<file path="src/sv/tlf_pkg.sv">
// tlf_pkg: shared types and constants for the translation buffer
// used by tlf_ctrl, tlf_datapath, tlb_lookup_lru_fill_top and tlf_checker; no dependencies

package tlf_pkg;

  // request kinds carried on the slave-side tuser
  localparam logic REQ_LOOKUP = 1'b0;
  localparam logic REQ_FILL   = 1'b1;

  // fixed result field widths
  localparam int unsigned FOUND_W = 16;
  localparam int unsigned SLOT_W  = 4;
  localparam int unsigned M_TDATA_W = ((FOUND_W + SLOT_W + 7) / 8) * 8;
  localparam int unsigned M_PAD_W   = M_TDATA_W - FOUND_W - SLOT_W;

  // controller to datapath commands
  typedef struct packed {
    logic load;    // capture a new request
    logic search;  // compare tags, pick victim, read frame ram
    logic commit;  // update state and load the result register
  } tlf_cmd_t;

endpackage

</file>
<file path="src/sv/tlf_ctrl.sv">
// tlf_ctrl: request sequencer and result-register valid for the translation buffer
// depends on tlf_pkg

module tlf_ctrl
  import tlf_pkg::*;
(
  input  logic     clk_i,
  input  logic     rst_ni,
  input  logic     s_axis_tvalid_i,
  output logic     s_axis_tready_o,
  output logic     m_axis_tvalid_o,
  input  logic     m_axis_tready_i,
  output tlf_cmd_t cmd_o
);

  localparam logic [1:0] S_IDLE   = 2'd0;
  localparam logic [1:0] S_SEARCH = 2'd1;
  localparam logic [1:0] S_UPDATE = 2'd2;

  logic [1:0] state_q, state_d;
  logic       out_valid_q, out_valid_d;
  logic       can_commit;
  logic       ready;

  // result register is free or drains this cycle
  assign can_commit = !out_valid_q || m_axis_tready_i;

  // next state and commands
  always_comb begin
    state_d     = state_q;
    cmd_o       = '0;
    ready       = 1'b0;
    case (state_q)
      S_IDLE: begin
        ready = 1'b1;
      end
      S_SEARCH: begin
        cmd_o.search = 1'b1;
        state_d      = S_UPDATE;
      end
      S_UPDATE: begin
        if (can_commit) begin
          cmd_o.commit = 1'b1;
          ready        = 1'b1;
          state_d      = S_IDLE;
        end
      end
      default: begin
        state_d = S_IDLE;
      end
    endcase
    if (ready && s_axis_tvalid_i) begin
      cmd_o.load = 1'b1;
      state_d    = S_SEARCH;
    end
  end

  // result valid flag
  always_comb begin
    out_valid_d = out_valid_q;
    if (out_valid_q && m_axis_tready_i) begin
      out_valid_d = 1'b0;
    end
    if (cmd_o.commit) begin
      out_valid_d = 1'b1;
    end
  end

  always_ff @(posedge clk_i or negedge rst_ni) begin
    if (!rst_ni) begin
      state_q     <= S_IDLE;
      out_valid_q <= 1'b0;
    end else begin
      state_q     <= state_d;
      out_valid_q <= out_valid_d;
    end
  end

  assign s_axis_tready_o = ready;
  assign m_axis_tvalid_o = out_valid_q;

endmodule

</file>
<file path="src/sv/tlf_datapath.sv">
// tlf_datapath: tag store, frame ram, recency ranks and result register
// depends on tlf_pkg; driven by tlf_ctrl commands

module tlf_datapath
  import tlf_pkg::*;
#(
  parameter int unsigned ENTRIES    = 16,
  parameter int unsigned PAGE_BITS  = 16,
  parameter int unsigned FRAME_BITS = 16
) (
  input  logic                  clk_i,
  input  logic                  rst_ni,
  input  tlf_cmd_t              cmd_i,
  input  logic                  req_type_i,
  input  logic [PAGE_BITS-1:0]  vpn_i,
  input  logic [FRAME_BITS-1:0] pfn_i,
  output logic                  hit_o,
  output logic [FOUND_W-1:0]    found_frame_o,
  output logic [SLOT_W-1:0]     slot_index_o
);

  localparam int unsigned IDX_W  = $clog2(ENTRIES);
  localparam logic [IDX_W-1:0] LRU_RANK = IDX_W'(ENTRIES - 1);

  // request registers
  logic                  req_type_q;
  logic [PAGE_BITS-1:0]  req_page_q;
  logic [FRAME_BITS-1:0] req_frame_q;

  // entry state
  logic [ENTRIES-1:0]    valid_q;
  logic [PAGE_BITS-1:0]  page_q [ENTRIES];
  logic [IDX_W-1:0]      rank_q [ENTRIES];
  logic [FRAME_BITS-1:0] frame_mem [ENTRIES];

  // search results
  logic                  hit_d, hit_q;
  logic [IDX_W-1:0]      hit_idx_d, hit_idx_q;
  logic [IDX_W-1:0]      victim_d, victim_q;
  logic [FRAME_BITS-1:0] rd_frame_q;

  // update signals
  logic                  is_fill;
  logic                  do_touch;
  logic [IDX_W-1:0]      touch_idx;
  logic [IDX_W-1:0]      old_rank;

  // result register
  logic                  res_hit_q;
  logic [FOUND_W-1:0]    res_frame_q;
  logic [SLOT_W-1:0]     res_slot_q;

  // capture request
  always_ff @(posedge clk_i) begin
    if (cmd_i.load) begin
      req_type_q  <= req_type_i;
      req_page_q  <= vpn_i;
      req_frame_q <= pfn_i;
    end
  end

  // parallel tag compare, lowest matching index wins
  always_comb begin
    hit_d     = 1'b0;
    hit_idx_d = '0;
    for (int i = ENTRIES - 1; i >= 0; i--) begin
      if (valid_q[i] && (page_q[i] == req_page_q)) begin
        hit_d     = 1'b1;
        hit_idx_d = IDX_W'(i);
      end
    end
  end

  // victim: lowest invalid entry, else the least recent one
  always_comb begin
    logic [IDX_W-1:0] lru_idx;
    logic             any_free;
    logic [IDX_W-1:0] free_idx;
    lru_idx  = '0;
    any_free = 1'b0;
    free_idx = '0;
    for (int i = ENTRIES - 1; i >= 0; i--) begin
      if (rank_q[i] == LRU_RANK) begin
        lru_idx = IDX_W'(i);
      end
      if (!valid_q[i]) begin
        any_free = 1'b1;
        free_idx = IDX_W'(i);
      end
    end
    victim_d = any_free ? free_idx : lru_idx;
  end

  // search stage registers and frame ram read
  always_ff @(posedge clk_i) begin
    if (cmd_i.search) begin
      hit_q      <= hit_d;
      hit_idx_q  <= hit_idx_d;
      victim_q   <= victim_d;
      rd_frame_q <= frame_mem[hit_idx_d];
    end
    if (cmd_i.commit && is_fill) begin
      frame_mem[victim_q] <= req_frame_q;
    end
  end

  assign is_fill   = (req_type_q == REQ_FILL);
  assign do_touch  = cmd_i.commit && (is_fill || hit_q);
  assign touch_idx = is_fill ? victim_q : hit_idx_q;
  assign old_rank  = rank_q[touch_idx];

  // valid bits and recency ranks
  always_ff @(posedge clk_i or negedge rst_ni) begin
    if (!rst_ni) begin
      valid_q <= '0;
      for (int i = 0; i < ENTRIES; i++) begin
        rank_q[i] <= IDX_W'(i);
      end
    end else begin
      if (cmd_i.commit && is_fill) begin
        valid_q[victim_q] <= 1'b1;
      end
      if (do_touch) begin
        for (int i = 0; i < ENTRIES; i++) begin
          if (IDX_W'(i) == touch_idx) begin
            rank_q[i] <= '0;
          end else if (rank_q[i] < old_rank) begin
            rank_q[i] <= rank_q[i] + 1'b1;
          end
        end
      end
    end
  end

  // tag write on fill
  always_ff @(posedge clk_i) begin
    if (cmd_i.commit && is_fill) begin
      page_q[victim_q] <= req_page_q;
    end
  end

  // result register
  always_ff @(posedge clk_i) begin
    if (cmd_i.commit) begin
      if (is_fill) begin
        res_hit_q   <= 1'b1;
        res_frame_q <= FOUND_W'(req_frame_q);
        res_slot_q  <= SLOT_W'(victim_q);
      end else if (hit_q) begin
        res_hit_q   <= 1'b1;
        res_frame_q <= FOUND_W'(rd_frame_q);
        res_slot_q  <= SLOT_W'(hit_idx_q);
      end else begin
        res_hit_q   <= 1'b0;
        res_frame_q <= '0;
        res_slot_q  <= '0;
      end
    end
  end

  assign hit_o         = res_hit_q;
  assign found_frame_o = res_frame_q;
  assign slot_index_o  = res_slot_q;

endmodule

</file>
<file path="src/sv/tlb_lookup_lru_fill_top.sv">
// Fully associative translation buffer with exact LRU replacement. Each request
// passes through a search state that compares the page against every tag in
// parallel, picks the fill victim and reads the frame ram, then an update state
// that updates the recency ranks, writes the entry and loads the result register.
// The next request enters in the cycle its predecessor's result is loaded, so a
// new request is taken while the previous one is in its update state but not
// during its search; a stalled result holds the update state. Duplicate pages are
// not checked on fill; a lookup returns the lowest matching entry.
//
// top level: stream ports, field packing; depends on tlf_pkg, tlf_ctrl,
// tlf_datapath

module tlb_lookup_lru_fill_top
  import tlf_pkg::*;
#(
  parameter int unsigned ENTRIES    = 16,
  parameter int unsigned PAGE_BITS  = 16,
  parameter int unsigned FRAME_BITS = 16,
  localparam int unsigned S_TDATA_W = ((PAGE_BITS + FRAME_BITS + 7) / 8) * 8
) (
  input  logic                 clk_i,
  input  logic                 rst_ni,
  input  logic                 s_axis_tvalid_i,
  output logic                 s_axis_tready_o,
  // low to high: virtual page, physical frame, zero pad
  input  logic [S_TDATA_W-1:0] s_axis_tdata_i,
  // req_type
  input  logic                 s_axis_tuser_i,
  output logic                 m_axis_tvalid_o,
  input  logic                 m_axis_tready_i,
  // low to high: found_frame, slot_index, zero pad
  output logic [M_TDATA_W-1:0] m_axis_tdata_o,
  // hit
  output logic                 m_axis_tuser_o
);

  tlf_cmd_t           cmd;
  logic [FOUND_W-1:0] found_frame;
  logic [SLOT_W-1:0]  slot_index;

  tlf_ctrl u_ctrl (
    .clk_i           (clk_i),
    .rst_ni          (rst_ni),
    .s_axis_tvalid_i (s_axis_tvalid_i),
    .s_axis_tready_o (s_axis_tready_o),
    .m_axis_tvalid_o (m_axis_tvalid_o),
    .m_axis_tready_i (m_axis_tready_i),
    .cmd_o           (cmd)
  );

  tlf_datapath #(
    .ENTRIES    (ENTRIES),
    .PAGE_BITS  (PAGE_BITS),
    .FRAME_BITS (FRAME_BITS)
  ) u_datapath (
    .clk_i          (clk_i),
    .rst_ni         (rst_ni),
    .cmd_i          (cmd),
    .req_type_i     (s_axis_tuser_i),
    .vpn_i          (s_axis_tdata_i[PAGE_BITS-1:0]),
    .pfn_i          (s_axis_tdata_i[PAGE_BITS +: FRAME_BITS]),
    .hit_o          (m_axis_tuser_o),
    .found_frame_o  (found_frame),
    .slot_index_o   (slot_index)
  );

  // result packing
  assign m_axis_tdata_o = {{M_PAD_W{1'b0}}, slot_index, found_frame};

endmodule

</file>
<file path="config.mk">
export PLATFORM = sky130hd
export DESIGN_NAME = tlb_lookup_lru_fill_top
export DESIGN_NICKNAME = d
export VERILOG_FILES = /design/src/sv/tlf_pkg.sv /design/src/sv/tlf_ctrl.sv /design/src/sv/tlf_datapath.sv /design/src/sv/tlb_lookup_lru_fill_top.sv
export SDC_FILE = /design/constraint.sdc
export NUM_CORES = 1
export LEC_CHECK = 0
export BUFFER_PORTS_ARGS = -buffer_cell sky130_fd_sc_hd__buf_4
export CAP_MARGIN = 20
export CORE_MARGIN = 10
export CORE_UTILIZATION = 45
export CTS_BUF_LIST = sky130_fd_sc_hd__clkbuf_16
export DETAILED_ROUTE_END_ITERATION = 8
export MAX_ROUTING_LAYER = met4
export PLACE_DENSITY_LB_ADDON = 0.2
export REMOVE_ABC_BUFFERS = 1
export SYNTH_ARGS = -nofsm -noshare
export SYNTH_HDL_FRONTEND = slang
export SYNTH_SLANG_ARGS = --single-unit
</file>
<file path="constraint.sdc">
create_clock -name clk_i -period 5.9 [get_ports clk_i]
set_clock_uncertainty 0.2 [all_clocks]
set_input_delay 0.885 -clock clk_i [delete_from_list [all_inputs] [get_ports clk_i]]
set_output_delay 0.885 -clock clk_i [all_outputs]
set_load 0.03 [all_outputs]
</file>
==> results of run 1 <==
## worst reg2reg max path: stages, from the launching register on
cell and delay (ns):
edfxtp_1 1.06, buf_4 0.47, xor2_1 0.13, nor4_1 0.18
nand2_1 0.10, nor4_1 0.64, o41a_2 0.75, nand2b_4 0.62
a221oi_1 0.18, or4_1 0.52, o21ai_1 0.09
## flip-flops by register name, summed over array words and instances (netlist names)
| name | count |
|---|---|
| u_datapath.req_page_q | 16 |
| u_datapath.frame_mem | 256 |
| u_datapath.hit_q | 1 |
| u_datapath.found_frame_o | 16 |
| u_datapath.is_fill | 1 |
| u_datapath.victim_q | 4 |
| u_datapath.req_frame_q | 16 |
| u_datapath.rd_frame_q | 16 |
| u_ctrl.m_axis_tvalid_o | 1 |
| u_ctrl.state_q | 2 |
| u_datapath.hit_idx_q | 4 |
| u_datapath.slot_index_o | 4 |
| u_datapath.hit_o | 1 |
| u_datapath.page_q | 256 |
| u_datapath.valid_q | 16 |
| u_datapath.rank_q | 64 |
## cell type report
class                      count  area share [%]
inverter                      10           0.105
clock inverter                61            1.87
tap                          931            3.26
timing repair buffer         159            3.70
clock buffer                  75            5.25
antenna                        1         0.00701
multi-input combinational   1470            30.2
sequential                   674            55.6
## metrics by stage
step	hold slack, ns	power (mW)	instances	cell area, um^2	util (%)
4_1_cts	0.191	12.7	3378	35700	52.0
2_1_floorplan	0.278	7.19	2154	30500	-
3_5_place_dp	0.280	7.88	3241	33100	48.3
6_report	0.217	12.6	3381	35700	52.1
5_1_grt	0.199	13.1	3381	35700	52.1
3_3_place_gp	0.272	7.77	3238	33100	48.2
## layer usage
metal / vias to the layer above / track usage [%] / wire (um)
met5: - / - / 0
li1: 9074 / - / -
met4: 0 / 6.24 / 2270
met3: 161 / 3.31 / 4680
met2: 651 / 32.2 / 38900
met1: 10180 / 27.8 / 37100
## power by group through the flow
| stage | sequential [mW] | clock [mW] | combinational (mW) |
|---|---|---|---|
| 3_5_place_dp | 6.01 | 0 | 1.87 |
| 2_1_floorplan | 5.91 | 0 | 1.28 |
| 3_3_place_gp | 5.99 | 0 | 1.78 |
| 5_1_grt | 5.95 | 5.08 | 2.11 |
| 6_report | 5.92 | 4.82 | 1.89 |
| 4_1_cts | 5.91 | 4.90 | 1.89 |
## kinds of logic after synthesis
logic type      synth area share [%]
compound gates                  7.09
xor+xnor                        7.25
fa+ha+maj                       2.57
buf+inv                         2.20
flops                           63.8
mux                             2.91
other cells                   0.0120
simple gates                    14.2
## cells in the mapped netlist (all sizes together) (9+ instances only)
| cell | number | area [um^2] |
|---|---|---|
| ha | 64 | 801 |
| nand4b | 14 | 123 |
| nor4 | 109 | 716 |
| buf | 57 | 449 |
| a221o | 32 | 320 |
| nand2 | 153 | 574 |
| nor4b | 15 | 131 |
| mux2i | 28 | 288 |
| inv | 10 | 37.5 |
| and3 | 10 | 62.6 |
| dfstp | 32 | 841 |
| nor2 | 89 | 342 |
| nor3b | 33 | 248 |
| and4 | 9 | 78.8 |
| edfxtp | 591 | 17700 |
| a211oi | 32 | 240 |
| nand3 | 104 | 521 |
| mux4 | 16 | 360 |
| or2 | 17 | 106 |
| o21a | 48 | 360 |
| xor2 | 98 | 858 |
| or4 | 40 | 323 |
| clkbuf | 53 | 199 |
| dfrtp | 51 | 1280 |
| o21ai | 85 | 429 |
| nor3 | 43 | 220 |
| xnor2 | 159 | 1400 |
| a22o | 35 | 307 |
| mux2 | 23 | 259 |
| nand4 | 62 | 388 |
| a21oi | 24 | 120 |
| nand2b | 13 | 88.8 |
| nand3b | 33 | 248 |
## repair_timing
action,4_1_cts,5_1_grt
hold buffers,1,0
hold endpoints to repair,16,0
gates resized for setup,0,0
## how the worst min path moves through the flow
| stage | to | slack, ns | start | depth (start not counted) |
|---|---|---|---|---|
| 2_1_floorplan | u_datapath.rank_q[3]$_DFFE_PN1P_ | 0.28 | u_datapath.rank_q[3]$_DFFE_PN1P_ | 2 |
| 3_3_place_gp | u_datapath.page_q[15][5]$_DFFE_PP_ | 0.27 | u_datapath.req_page_q[5]$_DFFE_PP_ | 0 |
| 3_5_place_dp | u_datapath.page_q[15][5]$_DFFE_PP_ | 0.28 | u_datapath.req_page_q[5]$_DFFE_PP_ | 0 |
| 4_1_cts | u_datapath.req_frame_q[13]$_DFFE_PP_ | 0.19 | s_axis_tdata_i[29] | 1 |
| 5_1_grt | u_datapath.req_page_q[5]$_DFFE_PP_ | 0.20 | s_axis_tdata_i[5] | 1 |
| 6_report | u_datapath.req_frame_q[13]$_DFFE_PP_ | 0.22 | s_axis_tdata_i[29] | 1 |
==> impl_metrics.csv, run 1 <==
group,metric,value,unit
floorplanning,fp-row-count,96,
setup_path,path_delay_family,"simple AND/OR/NAND/NOR gates",
setup_path,crit_fanout,35,
drt,wirelength,82900,um
yosys,synth_area,31200,um^2
power,netSwitchingFraction,26.7,%
min_path,min_path_type,"in2reg",
yosys,synth_edf_count,591,
clock_tree,htree_levels,3,
setup_path,path_cells,"buf_4 -> xor2_1 -> nor4_1 -> nand2_1 -> nor4_1 -> o41a_2 -> nand2b_4 -> a221oi_1 -> or4_1 -> o21ai_1",
grt,antenna_found_initial,2,
grt,grt_usage,20.7,%
floorplanning,dieWidth,283,um
finish,fillers,5765,
floorplanning,core,68600,um^2
floorplanning,die_h,283,um
finish,final_nets,2490,
setup_path,critPathSlowestCell,"edfxtp_1",
power,seqPwrFrac,46.9,%
setup_path,regToRegSetupSlack,0.81,ns
power,leakage,12.3,nW
yosys,avgSynthCellArea,13.8,um^2
floorplanning,die_area,80200,um^2
drt,ant_nets,0,
setup_path,crit_cells,10,
setup_path,cp-endpoint,"u_datapath.rd_frame_q[14]$_DFFE_PN_",
drt,via_count,20066,
yosys,netlist_instances,2261,
grt,grt_pass1_wl,125000,um
floorplanning,initial_core_util,45.4,%
floorplanning,io_pins,64,
timing,fin_crit,5.09,ns
clock_tree,clock_sinks,674,
run_status,status,"complete, no violations",
setup_path,critPathLaunch,"u_datapath.req_page_q[4]$_DFFE_PP_",
setup_path,timing.critical_path.buf_inv,1,
clock_tree,clk_latency,0.63,ns
drt,vias_per_cell,5.93,
clock_tree,post_cts_buffers,0,
timing,tightest_slew,1.08,ns
finish,area_growth,14.6,%
timing,max_freq,197,MHz
timing,setup_ws,0.814,ns
yosys,ys.flop_type,"edfxtp_1",
finish,seq_area,19900,um^2
power,power.switching,3.38,mW
setup_path,max_stage_delay,1.06,ns
placed_design,hpwl,52700,um
timing,setup_viol,0,
power,power_density,353,nW/um^2
setup_path,r2r_end,"u_datapath.rd_frame_q[14]$_DFFE_PN_",
timing,fin_tns_setup,0,ns
finish,layout_commonest_cell,"edfxtp_1",
setup_path,r2r_cells,10,
yosys,synthArstFlopShare,12.3,%
yosys,ys_warn_count,0,
run,cap_viol_max_count,0,
timing,period_share,86.2,%
drt,first_pass_iters,5,
power,p_int,9.25,mW
clock_tree,cts_buffers,74,
drt,wl_per_cell,24.5,um
setup_path,critPathKind,"reg2reg",
clock_tree,cts_tree,"built",
timing,rsz0062_at_grt,"false",
timing,relSlewSlack,27.7,%
clock_tree,cts.clk_slew.worst_paths,0.06,ns
finish,final_cell_mix,"edfxtp_1 (591), xnor2_1 (158), nand2_1 (152), buf_4 (148), nor4_1 (105)",
placed_design,place_congestion,0.889,
yosys,ys_types,80,
setup_path,end_kind,"flop",
timing,drv_slew,0,
grt,grt_pass1_vias,19941,
setup_path,critPathArrivalTime,5.37,ns
placed_design,dpl_worst_slack,0.857,ns
grt,overflow,0,
yosys,ys_seq_area_share,63.8,%
power,vdd_drop_max,0.000233,V
timing,hold_viol,0,
power,pwr-share-clk,38.2,%
finish,drive_above_1_share,16.4,%
clock_tree,root_buffer,"clkbuf_16",
finish,multi_input_area,10800,um^2
yosys,ys_seq_elements,674,
setup_path,crit-reg2reg-launch,"u_datapath.req_page_q[4]$_DFFE_PP_",
setup_path,cp-start-kind,"flop",
grt,grt_max_degree,68,
power,pwr-share-comb,15.0,%
placed_design,port_buffers,59,
drt,drtIter0Drc,1757,
clock_tree,clock_path_buffers,3,
drt,remaining_drc_errors,0,
setup_path,required,6.18,ns
setup_path,cp_common_cell,"nor4_1",
Power figures use the tool's default switching activity.
==> run 2, diff against run 1 <==
--- a/config.mk
+++ b/config.mk
@@ -5,11 +5,12 @@
 export SDC_FILE = /design/constraint.sdc
 export NUM_CORES = 1
 export LEC_CHECK = 0
-export BUFFER_PORTS_ARGS = -buffer_cell sky130_fd_sc_hd__buf_4
+export BUFFER_PORTS_ARGS = -buffer_cell sky130_fd_sc_hd__buf_2
 export CAP_MARGIN = 20
 export CORE_MARGIN = 10
 export CORE_UTILIZATION = 45
 export CTS_BUF_LIST = sky130_fd_sc_hd__clkbuf_16
+export CTS_CLUSTER_SIZE = 24
 export DETAILED_ROUTE_END_ITERATION = 8
 export MAX_ROUTING_LAYER = met4
 export PLACE_DENSITY_LB_ADDON = 0.2
==> run 2 against run 1 <==
Net effect:
- fmax increased by 4.6%
- cell count is 0.56% lower
- critical path depth is 1 higher
- combinational power about the same
- clock power shrank 4%
- sequential cell count unchanged
- utilization is 0.63 points lower
- die area unchanged
- global-route usage is essentially flat
==> impl_metrics.csv, run 2 (synthesis results as in run 1) <==
group,metric,value,unit
drt,vias_per_cell,5.98,
placed_design,place_congestion,0.898,
setup_path,crit-reg2reg-launch,"u_datapath.req_page_q[13]$_DFFE_PP_",
drt,remaining_drc_errors,0,
clock_tree,post_cts_buffers,0,
clock_tree,cts_buffers,74,
finish,top_regs,"u_datapath.frame_mem x256, u_datapath.page_q x256, u_datapath.rank_q x64",
setup_path,critPathKind,"reg2reg",
clock_tree,htree_levels,3,
timing,tightest_slew,1.07,ns
clock_tree,clock_path_buffers,3,
floorplanning,dieWidth,283,um
clock_tree,ctsResizeCount,0,
power,vdd_drop_max,0.000216,V
min_path,min_path_type,"in2async",
grt,grt_usage,20.7,%
grt,antenna_found_initial,0,
finish,insertedDiodeCount,0,
finish,fin_cells,3362,
finish,layout_commonest_cell,"edfxtp_1",
placed_design,hpwl,51800,um
drt,wl_per_cell,24.7,um
drt,wirelength,82900,um
clock_tree,cts.clk_slew.worst_paths,0.06,ns
timing,period_share,82.5,%
setup_path,path_cells,"xor2_1 -> nor4_1 -> nand2_1 -> nor4_2 -> nor2_1 -> a2111oi_2 -> o41a_2 -> nand2b_4 -> a221oi_1 -> or4_1 -> o21ai_1",
floorplanning,core,68600,um^2
setup_path,required,6.16,ns
run,cap_viol_max_count,0,
grt,grt_max_degree,65,
timing,setup_viol,0,
clock_tree,clock_sinks,674,
timing,fin_crit,4.86,ns
setup_path,crit_fanout,35,
placed_design,dp_cells,3228,
drt,drtIter0Drc,1847,
floorplanning,die_h,283,um
floorplanning,die_area,80200,um^2
drt,ant_nets,0,
power,power,12.4,mW
floorplanning,initial_core_util,45.4,%
finish,drive_above_1_share,16.0,%
drt,via_count,20090,
finish,final_util,51.4,%
setup_path,timing.critical_path.buf_inv,0,
setup_path,cp-start-kind,"flop",
grt,overflow,0,
finish,final_nets,2475,
clock_tree,cts_tree,"built",
setup_path,path_delay_family,"simple AND/OR/NAND/NOR gates",
power,leakage,12.1,nW
setup_path,max_stage_delay,0.87,ns
floorplanning,fp-row-count,96,
setup_path,end_kind,"flop",
setup_path,critPathArrivalTime,5.13,ns
setup_path,regToRegSetupSlack,1.04,ns
timing,drv_slew,0,
clock_tree,root_buffer,"clkbuf_16",
setup_path,r2r_end,"u_datapath.rd_frame_q[14]$_DFFE_PN_",
timing,fin_tns_setup,0,ns
clock_tree,cts_hold_buf,0,
power,power_density,352,nW/um^2
timing,relSlewSlack,28.8,%
finish,final_cell_mix,"edfxtp_1 (591), xnor2_1 (158), nand2_1 (152), nor4_1 (105), nand3_1 (104)",
placed_design,port_buffers,59,
setup_path,r2r_cells,11,
clock_tree,clk_latency,0.62,ns
setup_path,critPathSlowestCell,"edfxtp_1",
run_status,status,"complete, no violations",
drt,first_pass_iters,5,
grt,grt_pass1_vias,19854,
timing,max_freq,206,MHz
floorplanning,io_pins,64,
timing,hold_viol,0,
finish,area_growth,13.3,%
grt,grt_pass1_wl,125000,um
timing,rsz0062_at_grt,"false",
==> run 2: cell count changes in the layout (fill, tap and decap cells not counted), moves of 2 or more <==
cell       previous run  this run
buf_16                3         1
buf_2                 1        58
buf_4               148        81
bufinv_16            12        10
clkinv_1             17        15
clkinv_16             2         0
clkinv_2             10        15
inv_1                23        20
==> run 2: through the flow <==
stage | cell area (um^2) | setup WS, ns | hold WS (ns)
after floorplan | 30500 | 0.461 | 0.278
after CTS | 35300 | 1.05 | 0.0708
after global routing | 35300 | 0.717 | 0.0975
final | 35300 | 1.04 | 0.0661
after detailed placement | 32800 | 1.05 | 0.304
after global placement | 32800 | 1.09 | 0.293
==> run 2: how the worst max path moves through the flow <==
stage	from	to	cells after the start
6_report	u_datapath.req_page_q[13]$_DFFE_PP_	u_datapath.rd_frame_q[14]$_DFFE_PN_	11
2_1_floorplan	m_axis_tready_i	u_datapath.frame_mem[0][0]$_DFFE_PP_	5
5_1_grt	u_datapath.req_page_q[13]$_DFFE_PP_	u_datapath.rd_frame_q[14]$_DFFE_PN_	11
3_3_place_gp	u_datapath.req_page_q[14]$_DFFE_PP_	u_datapath.rd_frame_q[14]$_DFFE_PN_	11
4_1_cts	u_datapath.req_page_q[13]$_DFFE_PP_	u_datapath.rd_frame_q[14]$_DFFE_PN_	11
3_5_place_dp	u_datapath.req_page_q[13]$_DFFE_PP_	u_datapath.rd_frame_q[14]$_DFFE_PN_	11
==> run 2: power by group <==
part | internal (mW) | leakage (nW) | switching, mW
combinational | 0.842 | 4.54 | 1.02
sequential | 5.52 | 6.29 | 0.384
clock | 2.73 | 1.23 | 1.92
==> run 2: cell type report <==
cell class	instances	area [um^2]
Timing Repair Buffer	144	1010
Inverter	10	37.5
Clock buffer	74	1850
Fill cell	5790	33300
Tap cell	931	1160
Multi-Input combinational cell	1470	10800
Clock inverter	59	579
Sequential cell	674	19900
==> run 2: worst register-to-register path: stages, from the launching register on <==
cell	delay, ns
edfxtp_1	0.87
xor2_1	0.20
nor4_1	0.29
nand2_1	0.13
nor4_2	0.54
nor2_1	0.12
a2111oi_2	0.31
o41a_2	0.68
nand2b_4	0.62
a221oi_1	0.19
or4_1	0.49
o21ai_1	0.09
==> run 2: routing by layer <==
metal	vias to the layer above	wire length [um]	part of all wire (%)	GRT usage (%)
li1	9017	-	-	-
met4	0	1950	2.4	6.32
met1	10198	36000	43	27.8
met5	-	0	0	-
met2	740	39300	47	32.4
met3	135	5660	6.8	2.80
